## config.mk

```make
export PLATFORM = sky130hd
export DESIGN_NAME = line_sensor_calibrate_and_centroid
export DESIGN_NICKNAME = d
export VERILOG_FILES = /design/src/hdl/lsc_pkg.sv /design/src/hdl/lsc_lane.sv /design/src/hdl/lsc_merge.sv /design/src/hdl/lsc_divider.sv /design/src/hdl/line_sensor_calibrate_and_centroid.sv
export SDC_FILE = /design/constraint.sdc
export NUM_CORES = 2
export LEC_CHECK = 0
export BUFFER_PORTS_ARGS = -buffer_cell sky130_fd_sc_hd__buf_2
export CORE_MARGIN = 10
export CORE_UTILIZATION = 40
export DETAILED_ROUTE_END_ITERATION = 16
export PLACE_DENSITY = 0.57
export SYNTH_ARGS = -nofsm -noshare
export SYNTH_HDL_FRONTEND = slang
export SYNTH_SLANG_ARGS = --single-unit
```

## constraint.sdc

```tcl
create_clock -name aclk -period 18.1 [get_ports aclk]
set_input_delay 1.81 -clock aclk [delete_from_list [all_inputs] [get_ports aclk]]
set_output_delay 1.81 -clock aclk [all_outputs]
set_load 0.02 [all_outputs]
```

## src/hdl/lsc_pkg.sv

```systemverilog
// ----------------------------------------------------------------------------
// lsc_pkg: shared definitions for the line sensor calibration block
// Field widths, reset values, command and result codes, state encoding.
// ----------------------------------------------------------------------------
package lsc_pkg;

    localparam int MAX_SENSORS        = 8;
    localparam int SAMPLE_W           = 10;
    localparam int TICK_W             = 16;
    localparam int VALUE_W            = 13;
    localparam int IDX_W              = 3;
    localparam int SAMPLE_MAX         = 1023;
    localparam int DEF_SENSORS        = 8;
    localparam int DEF_POSITION_SCALE = 1000;
    localparam int IN_DATA_W          = 112;
    localparam int OUT_DATA_W         = 40;

    localparam logic [TICK_W-1:0] LIMIT_RESET = 16'd1000;

    typedef enum logic {
        CMD_POSITION  = 1'b0,
        CMD_CALIBRATE = 1'b1
    } lsc_cmd_t;

    typedef enum logic {
        KIND_POSITION  = 1'b0,
        KIND_THRESHOLD = 1'b1
    } lsc_kind_t;

    typedef enum logic [2:0] {
        ST_IDLE,
        ST_DECODE,
        ST_SUM,
        ST_START,
        ST_DIV,
        ST_THRESH
    } lsc_state_t;

    // per-sensor calibration view of one lane
    typedef struct packed {
        logic [SAMPLE_W-1:0] low;
        logic [SAMPLE_W-1:0] high;
        logic [SAMPLE_W-1:0] threshold;
    } lsc_cal_t;

    // divider status seen by the controller
    typedef struct packed {
        logic busy;
        logic zero_divisor;
    } lsc_div_status_t;

endpackage

```

## src/hdl/lsc_lane.sv

```systemverilog
// ----------------------------------------------------------------------------
// lsc_lane: one sensor lane
// Running min/max store, midpoint threshold and registered weighted term.
// ----------------------------------------------------------------------------
module lsc_lane #(
    parameter int WEIGHT  = 0,
    parameter int WTERM_W = 23
) (
    input  logic                          aclk,
    input  logic                          aresetn,
    input  logic [lsc_pkg::SAMPLE_W-1:0]  sample,
    input  logic                          update,
    output lsc_pkg::lsc_cal_t             cal,
    output logic [WTERM_W-1:0]            weighted
);

    logic [lsc_pkg::SAMPLE_W-1:0] low_reg, low_next;
    logic [lsc_pkg::SAMPLE_W-1:0] high_reg, high_next;
    logic [WTERM_W-1:0]           weighted_reg;
    logic [lsc_pkg::SAMPLE_W:0]   mid_sum;

    always_comb begin
        low_next  = low_reg;
        high_next = high_reg;
        if (update) begin
            if (sample < low_reg) begin
                low_next = sample;
            end
            if (sample > high_reg) begin
                high_next = sample;
            end
        end
    end

    always_ff @(posedge aclk) begin
        if (!aresetn) begin
            low_reg  <= lsc_pkg::SAMPLE_W'(lsc_pkg::SAMPLE_MAX);
            high_reg <= '0;
        end else begin
            low_reg  <= low_next;
            high_reg <= high_next;
        end
    end

    // product against this lane's constant position weight
    always_ff @(posedge aclk) begin
        weighted_reg <= WTERM_W'(sample * WEIGHT);
    end

    assign mid_sum       = {1'b0, low_reg} + {1'b0, high_reg};
    assign cal.low       = low_reg;
    assign cal.high      = high_reg;
    assign cal.threshold = mid_sum[lsc_pkg::SAMPLE_W:1];
    assign weighted      = weighted_reg;

endmodule

```

## src/hdl/lsc_merge.sv

```systemverilog
// ----------------------------------------------------------------------------
// lsc_merge: lane merge
// Registered sums of the weighted terms and of the raw samples.
// ----------------------------------------------------------------------------
module lsc_merge #(
    parameter int WTERM_W = 23,
    parameter int WSUM_W  = 25,
    parameter int SUM_W   = 13
) (
    input  logic                                                   aclk,
    input  logic [lsc_pkg::MAX_SENSORS-1:0][WTERM_W-1:0]           weighted,
    input  logic [lsc_pkg::MAX_SENSORS-1:0][lsc_pkg::SAMPLE_W-1:0] samples,
    output logic [WSUM_W-1:0]                                      wsum,
    output logic [SUM_W-1:0]                                       sum
);

    logic [WSUM_W-1:0] wsum_reg, wsum_next;
    logic [SUM_W-1:0]  sum_reg, sum_next;

    always_comb begin
        wsum_next = '0;
        sum_next  = '0;
        for (int i = 0; i < lsc_pkg::MAX_SENSORS; i++) begin
            wsum_next = wsum_next + WSUM_W'(weighted[i]);
            sum_next  = sum_next + SUM_W'(samples[i]);
        end
    end

    always_ff @(posedge aclk) begin
        wsum_reg <= wsum_next;
        sum_reg  <= sum_next;
    end

    assign wsum = wsum_reg;
    assign sum  = sum_reg;

endmodule

```

## src/hdl/lsc_divider.sv

```systemverilog
// ----------------------------------------------------------------------------
// lsc_divider: restoring divider
// One quotient bit per cycle; the quotient is known to fit QUOT_W bits.
// ----------------------------------------------------------------------------
module lsc_divider #(
    parameter int SUM_W  = 13,
    parameter int QUOT_W = 13
) (
    input  logic                       aclk,
    input  logic                       aresetn,
    input  logic                       start,
    input  logic [QUOT_W+SUM_W-1:0]    dividend,
    input  logic [SUM_W-1:0]           divisor,
    output logic [QUOT_W-1:0]          quotient,
    output lsc_pkg::lsc_div_status_t   status
);

    localparam int CNT_W = $clog2(QUOT_W + 1);

    logic [SUM_W-1:0]  rem_reg, rem_next;
    logic [QUOT_W-1:0] quot_reg, quot_next;
    logic [SUM_W-1:0]  dsr_reg, dsr_next;
    logic [CNT_W-1:0]  cnt_reg, cnt_next;
    logic              busy_reg, busy_next;
    logic [SUM_W:0]    trial;
    logic [SUM_W:0]    diff;
    logic              ge;

    assign trial = {rem_reg, quot_reg[QUOT_W-1]};
    assign diff  = trial - {1'b0, dsr_reg};
    assign ge    = (trial >= {1'b0, dsr_reg});

    always_comb begin
        rem_next  = rem_reg;
        quot_next = quot_reg;
        dsr_next  = dsr_reg;
        cnt_next  = cnt_reg;
        busy_next = busy_reg;
        if (start) begin
            // upper part is below the divisor since the quotient fits
            rem_next  = dividend[QUOT_W+SUM_W-1:QUOT_W];
            quot_next = dividend[QUOT_W-1:0];
            dsr_next  = divisor;
            cnt_next  = CNT_W'(QUOT_W);
            busy_next = 1'b1;
        end else if (busy_reg) begin
            rem_next  = ge ? diff[SUM_W-1:0] : trial[SUM_W-1:0];
            quot_next = {quot_reg[QUOT_W-2:0], ge};
            cnt_next  = cnt_reg - 1'b1;
            if (cnt_reg == CNT_W'(1)) begin
                busy_next = 1'b0;
            end
        end
    end

    always_ff @(posedge aclk) begin
        if (!aresetn) begin
            busy_reg <= 1'b0;
            cnt_reg  <= '0;
        end else begin
            busy_reg <= busy_next;
            cnt_reg  <= cnt_next;
        end
    end

    always_ff @(posedge aclk) begin
        rem_reg  <= rem_next;
        quot_reg <= quot_next;
        dsr_reg  <= dsr_next;
    end

    assign quotient            = quot_reg;
    assign status.busy         = busy_reg;
    assign status.zero_divisor = (dsr_reg == '0);

endmodule

```

## src/hdl/line_sensor_calibrate_and_centroid.sv

```systemverilog
// ----------------------------------------------------------------------------
// line_sensor_calibrate_and_centroid: line sensor calibration and position
// Position item: decode, sum and start, then the 13-step restoring divider;
//   the result goes out when it is done; no new item is taken until then.
// Calibration step: no result. Final step: SENSORS threshold
//   items on consecutive cycles when the sink is ready.
// Reset (aresetn low, synchronous): min 1023, max 0, flag clear, limit 1000.
// ----------------------------------------------------------------------------
module line_sensor_calibrate_and_centroid #(
    parameter int SENSORS        = lsc_pkg::DEF_SENSORS,
    parameter int POSITION_SCALE = lsc_pkg::DEF_POSITION_SCALE
) (
    input  logic                             aclk,
    input  logic                             aresetn,
    // configuration: distance_limit
    input  logic                             cfg_wr_en,
    input  logic [lsc_pkg::TICK_W-1:0]       cfg_wr_data,
    // input items
    input  logic                             s_axis_tvalid,
    output logic                             s_axis_tready,
    // sample_0 .. sample_7 (10 each), left_ticks (16), right_ticks (16)
    input  logic [lsc_pkg::IN_DATA_W-1:0]    s_axis_tdata,
    // command
    input  logic                             s_axis_tuser,
    // result items
    output logic                             m_axis_tvalid,
    input  logic                             m_axis_tready,
    // sensor_index (3), value (13), low_seen (10), high_seen (10),
    // no_signal (1), calibrated (1), zero pad (2)
    output logic [lsc_pkg::OUT_DATA_W-1:0]   m_axis_tdata,
    // kind
    output logic                             m_axis_tuser,
    output logic                             m_axis_tlast
);

    localparam int SW      = lsc_pkg::SAMPLE_W;
    localparam int TW      = lsc_pkg::TICK_W;
    localparam int VW      = lsc_pkg::VALUE_W;
    localparam int IW      = lsc_pkg::IDX_W;
    localparam int NMAX    = lsc_pkg::MAX_SENSORS;
    localparam int WTERM_W = $clog2(lsc_pkg::SAMPLE_MAX * (SENSORS - 1) * POSITION_SCALE + 1);
    localparam int WSUM_W  =
        $clog2(lsc_pkg::SAMPLE_MAX * POSITION_SCALE * SENSORS * (SENSORS - 1) / 2 + 1);
    localparam int SUM_W   = $clog2(lsc_pkg::SAMPLE_MAX * SENSORS + 1);
    localparam int DIV_W   = VW + SUM_W;

    // ------------------------------------------------------------------
    // Configuration register
    // ------------------------------------------------------------------
    logic [TW-1:0] limit_reg, limit_next;

    assign limit_next = cfg_wr_en ? cfg_wr_data : limit_reg;

    always_ff @(posedge aclk) begin
        if (!aresetn) begin
            limit_reg <= lsc_pkg::LIMIT_RESET;
        end else begin
            limit_reg <= limit_next;
        end
    end

    // ------------------------------------------------------------------
    // Control state
    // ------------------------------------------------------------------
    lsc_pkg::lsc_state_t state_reg, state_next;
    logic [IW-1:0]       th_idx_reg, th_idx_next;
    logic                calib_reg, calib_next;
    logic                m_valid_reg, m_valid_next;

    // ------------------------------------------------------------------
    // Input item capture: hold the item for the whole computation
    // ------------------------------------------------------------------
    lsc_pkg::lsc_cmd_t           cmd_reg;
    logic [NMAX-1:0][SW-1:0]     sample_reg;
    logic [TW-1:0]               left_reg;
    logic [TW-1:0]               right_reg;
    logic                        in_accept;

    assign s_axis_tready = (state_reg == lsc_pkg::ST_IDLE);
    assign in_accept     = s_axis_tvalid && s_axis_tready;

    always_ff @(posedge aclk) begin
        if (in_accept) begin
            cmd_reg <= lsc_pkg::lsc_cmd_t'(s_axis_tuser);
            for (int i = 0; i < NMAX; i++) begin
                sample_reg[i] <= s_axis_tdata[i*SW +: SW];
            end
            left_reg  <= s_axis_tdata[NMAX*SW +: TW];
            right_reg <= s_axis_tdata[NMAX*SW+TW +: TW];
        end
    end

    // ------------------------------------------------------------------
    // Sensor lanes: one per active sensor, unused slots read as zero
    // ------------------------------------------------------------------
    logic                            lane_update;
    lsc_pkg::lsc_cal_t [NMAX-1:0]    lane_cal;
    logic [NMAX-1:0][WTERM_W-1:0]    lane_wterm;
    logic [NMAX-1:0][SW-1:0]         lane_sample;

    for (genvar g = 0; g < NMAX; g++) begin : g_lane
        if (g < SENSORS) begin : g_on
            lsc_lane #(
                .WEIGHT  (g * POSITION_SCALE),
                .WTERM_W (WTERM_W)
            ) u_lane (
                .aclk     (aclk),
                .aresetn  (aresetn),
                .sample   (sample_reg[g]),
                .update   (lane_update),
                .cal      (lane_cal[g]),
                .weighted (lane_wterm[g])
            );
            assign lane_sample[g] = sample_reg[g];
        end else begin : g_off
            // samples beyond the sensor count are ignored
            assign lane_cal[g]    = '0;
            assign lane_wterm[g]  = '0;
            assign lane_sample[g] = '0;
        end
    end

    // ------------------------------------------------------------------
    // Merge the lanes, then divide
    // ------------------------------------------------------------------
    logic [WSUM_W-1:0]          wsum;
    logic [SUM_W-1:0]           sum;
    logic                       div_start;
    logic [VW-1:0]              quotient;
    lsc_pkg::lsc_div_status_t   div_status;

    lsc_merge #(
        .WTERM_W (WTERM_W),
        .WSUM_W  (WSUM_W),
        .SUM_W   (SUM_W)
    ) u_merge (
        .aclk     (aclk),
        .weighted (lane_wterm),
        .samples  (lane_sample),
        .wsum     (wsum),
        .sum      (sum)
    );

    lsc_divider #(
        .SUM_W  (SUM_W),
        .QUOT_W (VW)
    ) u_divider (
        .aclk     (aclk),
        .aresetn  (aresetn),
        .start    (div_start),
        .dividend (DIV_W'(wsum)),
        .divisor  (sum),
        .quotient (quotient),
        .status   (div_status)
    );

    // ------------------------------------------------------------------
    // Output register: parts the result side from the work side
    // ------------------------------------------------------------------
    lsc_pkg::lsc_kind_t   out_kind_reg, out_kind_next;
    logic [IW-1:0]        out_idx_reg, out_idx_next;
    logic [VW-1:0]        out_value_reg, out_value_next;
    logic [SW-1:0]        out_low_reg, out_low_next;
    logic [SW-1:0]        out_high_reg, out_high_next;
    logic                 out_nosig_reg, out_nosig_next;
    logic                 out_calib_reg, out_calib_next;
    logic                 out_last_reg, out_last_next;
    logic                 out_free;
    logic                 limit_hit;
    logic                 th_last;
    lsc_pkg::lsc_cal_t    th_cal;

    assign out_free  = !m_valid_reg || m_axis_tready;
    assign limit_hit = (left_reg > limit_reg) || (right_reg > limit_reg);
    assign th_last   = (th_idx_reg == IW'(SENSORS - 1));
    assign th_cal    = lane_cal[th_idx_reg];

    always_comb begin
        state_next     = state_reg;
        th_idx_next    = th_idx_reg;
        calib_next     = calib_reg;
        lane_update    = 1'b0;
        div_start      = 1'b0;
        m_valid_next   = m_valid_reg && !m_axis_tready;
        out_kind_next  = out_kind_reg;
        out_idx_next   = out_idx_reg;
        out_value_next = out_value_reg;
        out_low_next   = out_low_reg;
        out_high_next  = out_high_reg;
        out_nosig_next = out_nosig_reg;
        out_calib_next = out_calib_reg;
        out_last_next  = out_last_reg;

        unique case (state_reg)
            lsc_pkg::ST_IDLE: begin
                if (in_accept) begin
                    state_next = lsc_pkg::ST_DECODE;
                end
            end
            lsc_pkg::ST_DECODE: begin
                // lanes register their weighted terms during this cycle
                if (cmd_reg == lsc_pkg::CMD_CALIBRATE) begin
                    if (limit_hit) begin
                        calib_next  = 1'b1;
                        th_idx_next = '0;
                        state_next  = lsc_pkg::ST_THRESH;
                    end else begin
                        lane_update = 1'b1;
                        state_next  = lsc_pkg::ST_IDLE;
                    end
                end else begin
                    state_next = lsc_pkg::ST_SUM;
                end
            end
            lsc_pkg::ST_SUM: begin
                state_next = lsc_pkg::ST_START;
            end
            lsc_pkg::ST_START: begin
                div_start  = 1'b1;
                state_next = lsc_pkg::ST_DIV;
            end
            lsc_pkg::ST_DIV: begin
                // hold until the quotient is done and the output slot frees up
                if (!div_status.busy && out_free) begin
                    m_valid_next   = 1'b1;
                    out_kind_next  = lsc_pkg::KIND_POSITION;
                    out_idx_next   = '0;
                    out_value_next = div_status.zero_divisor ? '0 : quotient;
                    out_low_next   = '0;
                    out_high_next  = '0;
                    out_nosig_next = div_status.zero_divisor;
                    out_calib_next = calib_reg;
                    out_last_next  = 1'b1;
                    state_next     = lsc_pkg::ST_IDLE;
                end
            end
            lsc_pkg::ST_THRESH: begin
                // one threshold item per sensor, in sensor order
                if (out_free) begin
                    m_valid_next   = 1'b1;
                    out_kind_next  = lsc_pkg::KIND_THRESHOLD;
                    out_idx_next   = th_idx_reg;
                    out_value_next = VW'(th_cal.threshold);
                    out_low_next   = th_cal.low;
                    out_high_next  = th_cal.high;
                    out_nosig_next = 1'b0;
                    out_calib_next = calib_reg;
                    out_last_next  = th_last;
                    th_idx_next    = th_idx_reg + 1'b1;
                    if (th_last) begin
                        state_next = lsc_pkg::ST_IDLE;
                    end
                end
            end
            default: begin
                state_next = lsc_pkg::ST_IDLE;
            end
        endcase
    end

    always_ff @(posedge aclk) begin
        if (!aresetn) begin
            state_reg   <= lsc_pkg::ST_IDLE;
            th_idx_reg  <= '0;
            calib_reg   <= 1'b0;
            m_valid_reg <= 1'b0;
        end else begin
            state_reg   <= state_next;
            th_idx_reg  <= th_idx_next;
            calib_reg   <= calib_next;
            m_valid_reg <= m_valid_next;
        end
    end

    always_ff @(posedge aclk) begin
        out_kind_reg  <= out_kind_next;
        out_idx_reg   <= out_idx_next;
        out_value_reg <= out_value_next;
        out_low_reg   <= out_low_next;
        out_high_reg  <= out_high_next;
        out_nosig_reg <= out_nosig_next;
        out_calib_reg <= out_calib_next;
        out_last_reg  <= out_last_next;
    end

    assign m_axis_tvalid = m_valid_reg;
    assign m_axis_tuser  = out_kind_reg;
    assign m_axis_tlast  = out_last_reg;
    assign m_axis_tdata  = {2'b00, out_calib_reg, out_nosig_reg, out_high_reg,
                            out_low_reg, out_value_reg, out_idx_reg};

    // ------------------------------------------------------------------
    // Assertions
    // ------------------------------------------------------------------
    // the divider only runs while the controller waits on it
    assert property (@(posedge aclk) disable iff (!aresetn)
        div_status.busy |-> (state_reg == lsc_pkg::ST_DIV))
        else $error("divider busy outside the divide state");

    // a position item always closes its run
    assert property (@(posedge aclk) disable iff (!aresetn)
        (m_valid_reg && (out_kind_reg == lsc_pkg::KIND_POSITION)) |-> out_last_reg)
        else $error("position item without last");

    // threshold items only come after the flag is set, and name a real sensor
    assert property (@(posedge aclk) disable iff (!aresetn)
        (m_valid_reg && (out_kind_reg == lsc_pkg::KIND_THRESHOLD))
            |-> (out_calib_reg && ({1'b0, out_idx_reg} < (IW + 1)'(SENSORS))))
        else $error("threshold item with bad flag or sensor index");

    // an accepted item moves the controller to the decode state
    assert property (@(posedge aclk) disable iff (!aresetn)
        in_accept |=> (state_reg == lsc_pkg::ST_DECODE))
        else $error("accepted item not decoded");

endmodule
```

==> flow_summary.toml <==
[clocking]
cts_resized = 0
cts_tree = "done"
clk_latency_ns = 0.64
clk_path_buf_depth = 3
cts_inserted_buffers = 71
postCtsSetupRepairBufs = 0
clockRootBuffer = "clkbuf_16"
cts.reportedPaths.clkPinSlew_ns = 0.06
htreeDepth = 3
hold_buffers = 0
numClockSinks = 545

[drt]
routed_wl_mm = 130
routed_via_density = 5.29
ant_nets = 0
drt_iter0_markers = 2492
drc = 0
vias = 33191
wire_per_inst_um = 20.7
first_pass_iters = 5

[yosys]
syn_area_per_cell_um2 = 9.96
synth_edf_count = 191
yosysWarnings = 0
synth_compound_area_share_pct = 10.6
async_reset_ff_share_pct = 0
yosysTopAreaCell = "ha_1"
synth_top_area_share_pct = 19.0
synth_area_mm2 = 0.0452
ys_top_cells_by_area = "ha_1 19%, dfxtp_1 16%, fa_1 15%"
synth_adder_area_share_pct = 34.3
synth_top_family_by_area = "adder cells"
yosys_register_bits = 545
synthSimpleGateAreaFrac_pct = 9.64
synthTopCellsByCount = "754 x inv_1, 685 x ha_1, 354 x dfxtp_1"
synth_ff_type = "dfxtp_1"
seq_area_frac_synth_pct = 28.4
synth_xor_area_share_pct = 4.24
synth_cell_type_count = 70
synthMuxAreaShare_pct = 5.44
synth_most_common_cell = "inv_1"
synthCells = 4539

[sta]
hold_viol = 0
rsz0062_at_grt = "no"
min_period_ns = 5.96
fmax_ghz = 0.168
finalSetupViolCount = 0
final.setup.tns_ns = 0
fin_crit_sh_pct = 33.0
max_slew_margin_pct = 16.1
worstMarginPinSlew_ns = 1.24
fin_worst_skew_ns = 0.0409
final-max-slew-violation-count = 0

[grt]
grt_overflow = 0
grtUsageTotal_pct = 20.4
grt_pass1_wl_mm = 200
grt_pass1_vias = 33050
antenna_found_initial = 3
grt_max_degree = 110

[setup_path]
crit_path_max_fanout = 5
crit_top_cell = "fa_1"
worstReg2RegEnd = "u_merge.wsum[24]"
crit_end = "u_merge.wsum[24]"
cp-startpoint = "g_lane[1].g_on.u_lane.weighted[4]"
path_class = "reg2reg"
crit_path_top_delay_cell = "fa_1"
end_kind = "register"
crit_path_max_incr_delay_ns = 0.54
r2r-start = "g_lane[1].g_on.u_lane.weighted[4]"
cp.required_ns = 18.65
reg2reg_setup_slack_ns = 12.14
rr_worst_depth = 23
crit_chain = "ha_1 -> fa_1 -> a21oi_1 -> o21bai_1 -> a21oi_1 -> o211ai_1 -> a31oi_1 -> o21bai_1 -> xor2_1 -> fa_1 -> inv_1 -> fa_1 -> fa_1 -> inv_1 -> ha_1 -> and2_1 -> nand4_1 -> o21ai_0 -> a41o_1 -> or4_1 -> a31o_2 -> a21oi_1 -> xnor2_1"
critical_path_arrival_ns = 6.51
startpoint_type = "register"

[place]
port_buffers = 175
dp_cells = 6150
globalplace.congestion = 0.914
placed_cell_area_mm2 = 0.0480
dp_hpwl_mm = 103

[die]
die_area_mm2 = 0.127
fp.dieH_um = 356
initial_core_util_pct = 40.2
die_w_um = 356
pin_count = 178
core_area_mm2 = 0.112
num_rows = 123

[final_layout]
fillers = 10827
fin_cells = 6280
final_nets = 5889
antenna_cells = 0
largest_register_ff_count = 129
stdcell_area_mm2 = 0.0504
drive_gt1_share_pct = 8.95
synthToLayoutAreaGrowth_pct = 11.5

[status]
outcome = "completed"

[run]
maxCapViolCount = 0

[worst_hold_path]
hold_path.class = "reg2reg"
## worst min path at each step
stage,start,end,slack (ns),cells after the start
2_1_floorplan,u_merge.sum[0],u_divider.dsr_reg[0],0.39,0
3_3_place_gp,u_merge.sum[7],u_divider.dsr_reg[7],0.39,0
3_5_place_dp,u_merge.sum[6],u_divider.dsr_reg[6],0.39,0
4_1_cts,u_merge.sum[1],u_divider.dsr_reg[1],0.41,0
5_1_grt,u_merge.sum[0],u_divider.dsr_reg[0],0.42,0
6_report,u_merge.sum[7],u_divider.dsr_reg[7],0.41,0
## layer usage
layer / share of wire [%] / up-vias / global-route usage, % / wire length [um]
met5: 0.018 / - / 0 / 23
met4: 3.1 / 4 / 5.99 / 4030
met3: 6.8 / 168 / 4.31 / 8900
met2: 44 / 940 / 31.8 / 57500
met1: 46 / 16114 / 28.3 / 59700
li1: - / 15965 / - / -
## cell usage in the layout (no fill, tap or decap), types with 51 or more instances in the layout
cell type and n:
buf_4 56, nor2_1 211, mux4_2 51, buf_2 174, edfxtp_1 191, nand3_1 52, nand2_1 300, nor4_1 64
nor3_1 92, o21ai_0 168, fa_1 347, clkbuf_16 75, ha_1 685, mux2i_1 130, xor2_1 67, dfxtp_1 352
inv_1 754, a21o_1 78, xnor2_1 152, a21oi_1 191, a31oi_1 91
## per-stage QoR
stage	util (%)	hold WS, ns	setup slack, ns
after floorplan	-	0.386	4.03
after global placement	42.7	0.386	12.20
after detailed placement	42.7	0.389	12.15
after CTS	44.9	0.413	12.11
after global routing	44.9	0.422	11.76
final	44.9	0.415	12.14
## final cells by class
type | instances | area [um^2] | share of cell area, %
Clock inverter | 32 | 385 | 0.764
Clock buffer | 98 | 2030 | 4.03
Sequential cell | 545 | 12800 | 25.4
Timing Repair Buffer | 231 | 1300 | 2.58
Multi-Input combinational cell | 3118 | 29200 | 57.8
Inverter | 756 | 2840 | 5.63
Tap cell | 1500 | 1880 | 3.72
## kinds of logic after synthesis
kind of cell,Yosys count
other cells,1
fa+ha+maj,1032
simple gates,923
compound gates,760
flops,545
buf+inv,877
mux,182
xor+xnor,219
## critical path: cells and delay by family (launching register included)
kind | cells | cell delay [ns]
adder cells (fa/ha/maj) | 6 | 2.51
AO/OA/AOI/OAI | 10 | 1.83
AND/OR/NAND/NOR | 3 | 0.81
XOR/XNOR | 2 | 0.32
flip-flops | 1 | 0.30
buffers and inverters | 2 | 0.10
Power is not shown: default switching activity piles up to over one toggle a cycle in this logic, so the estimate is an artifact.
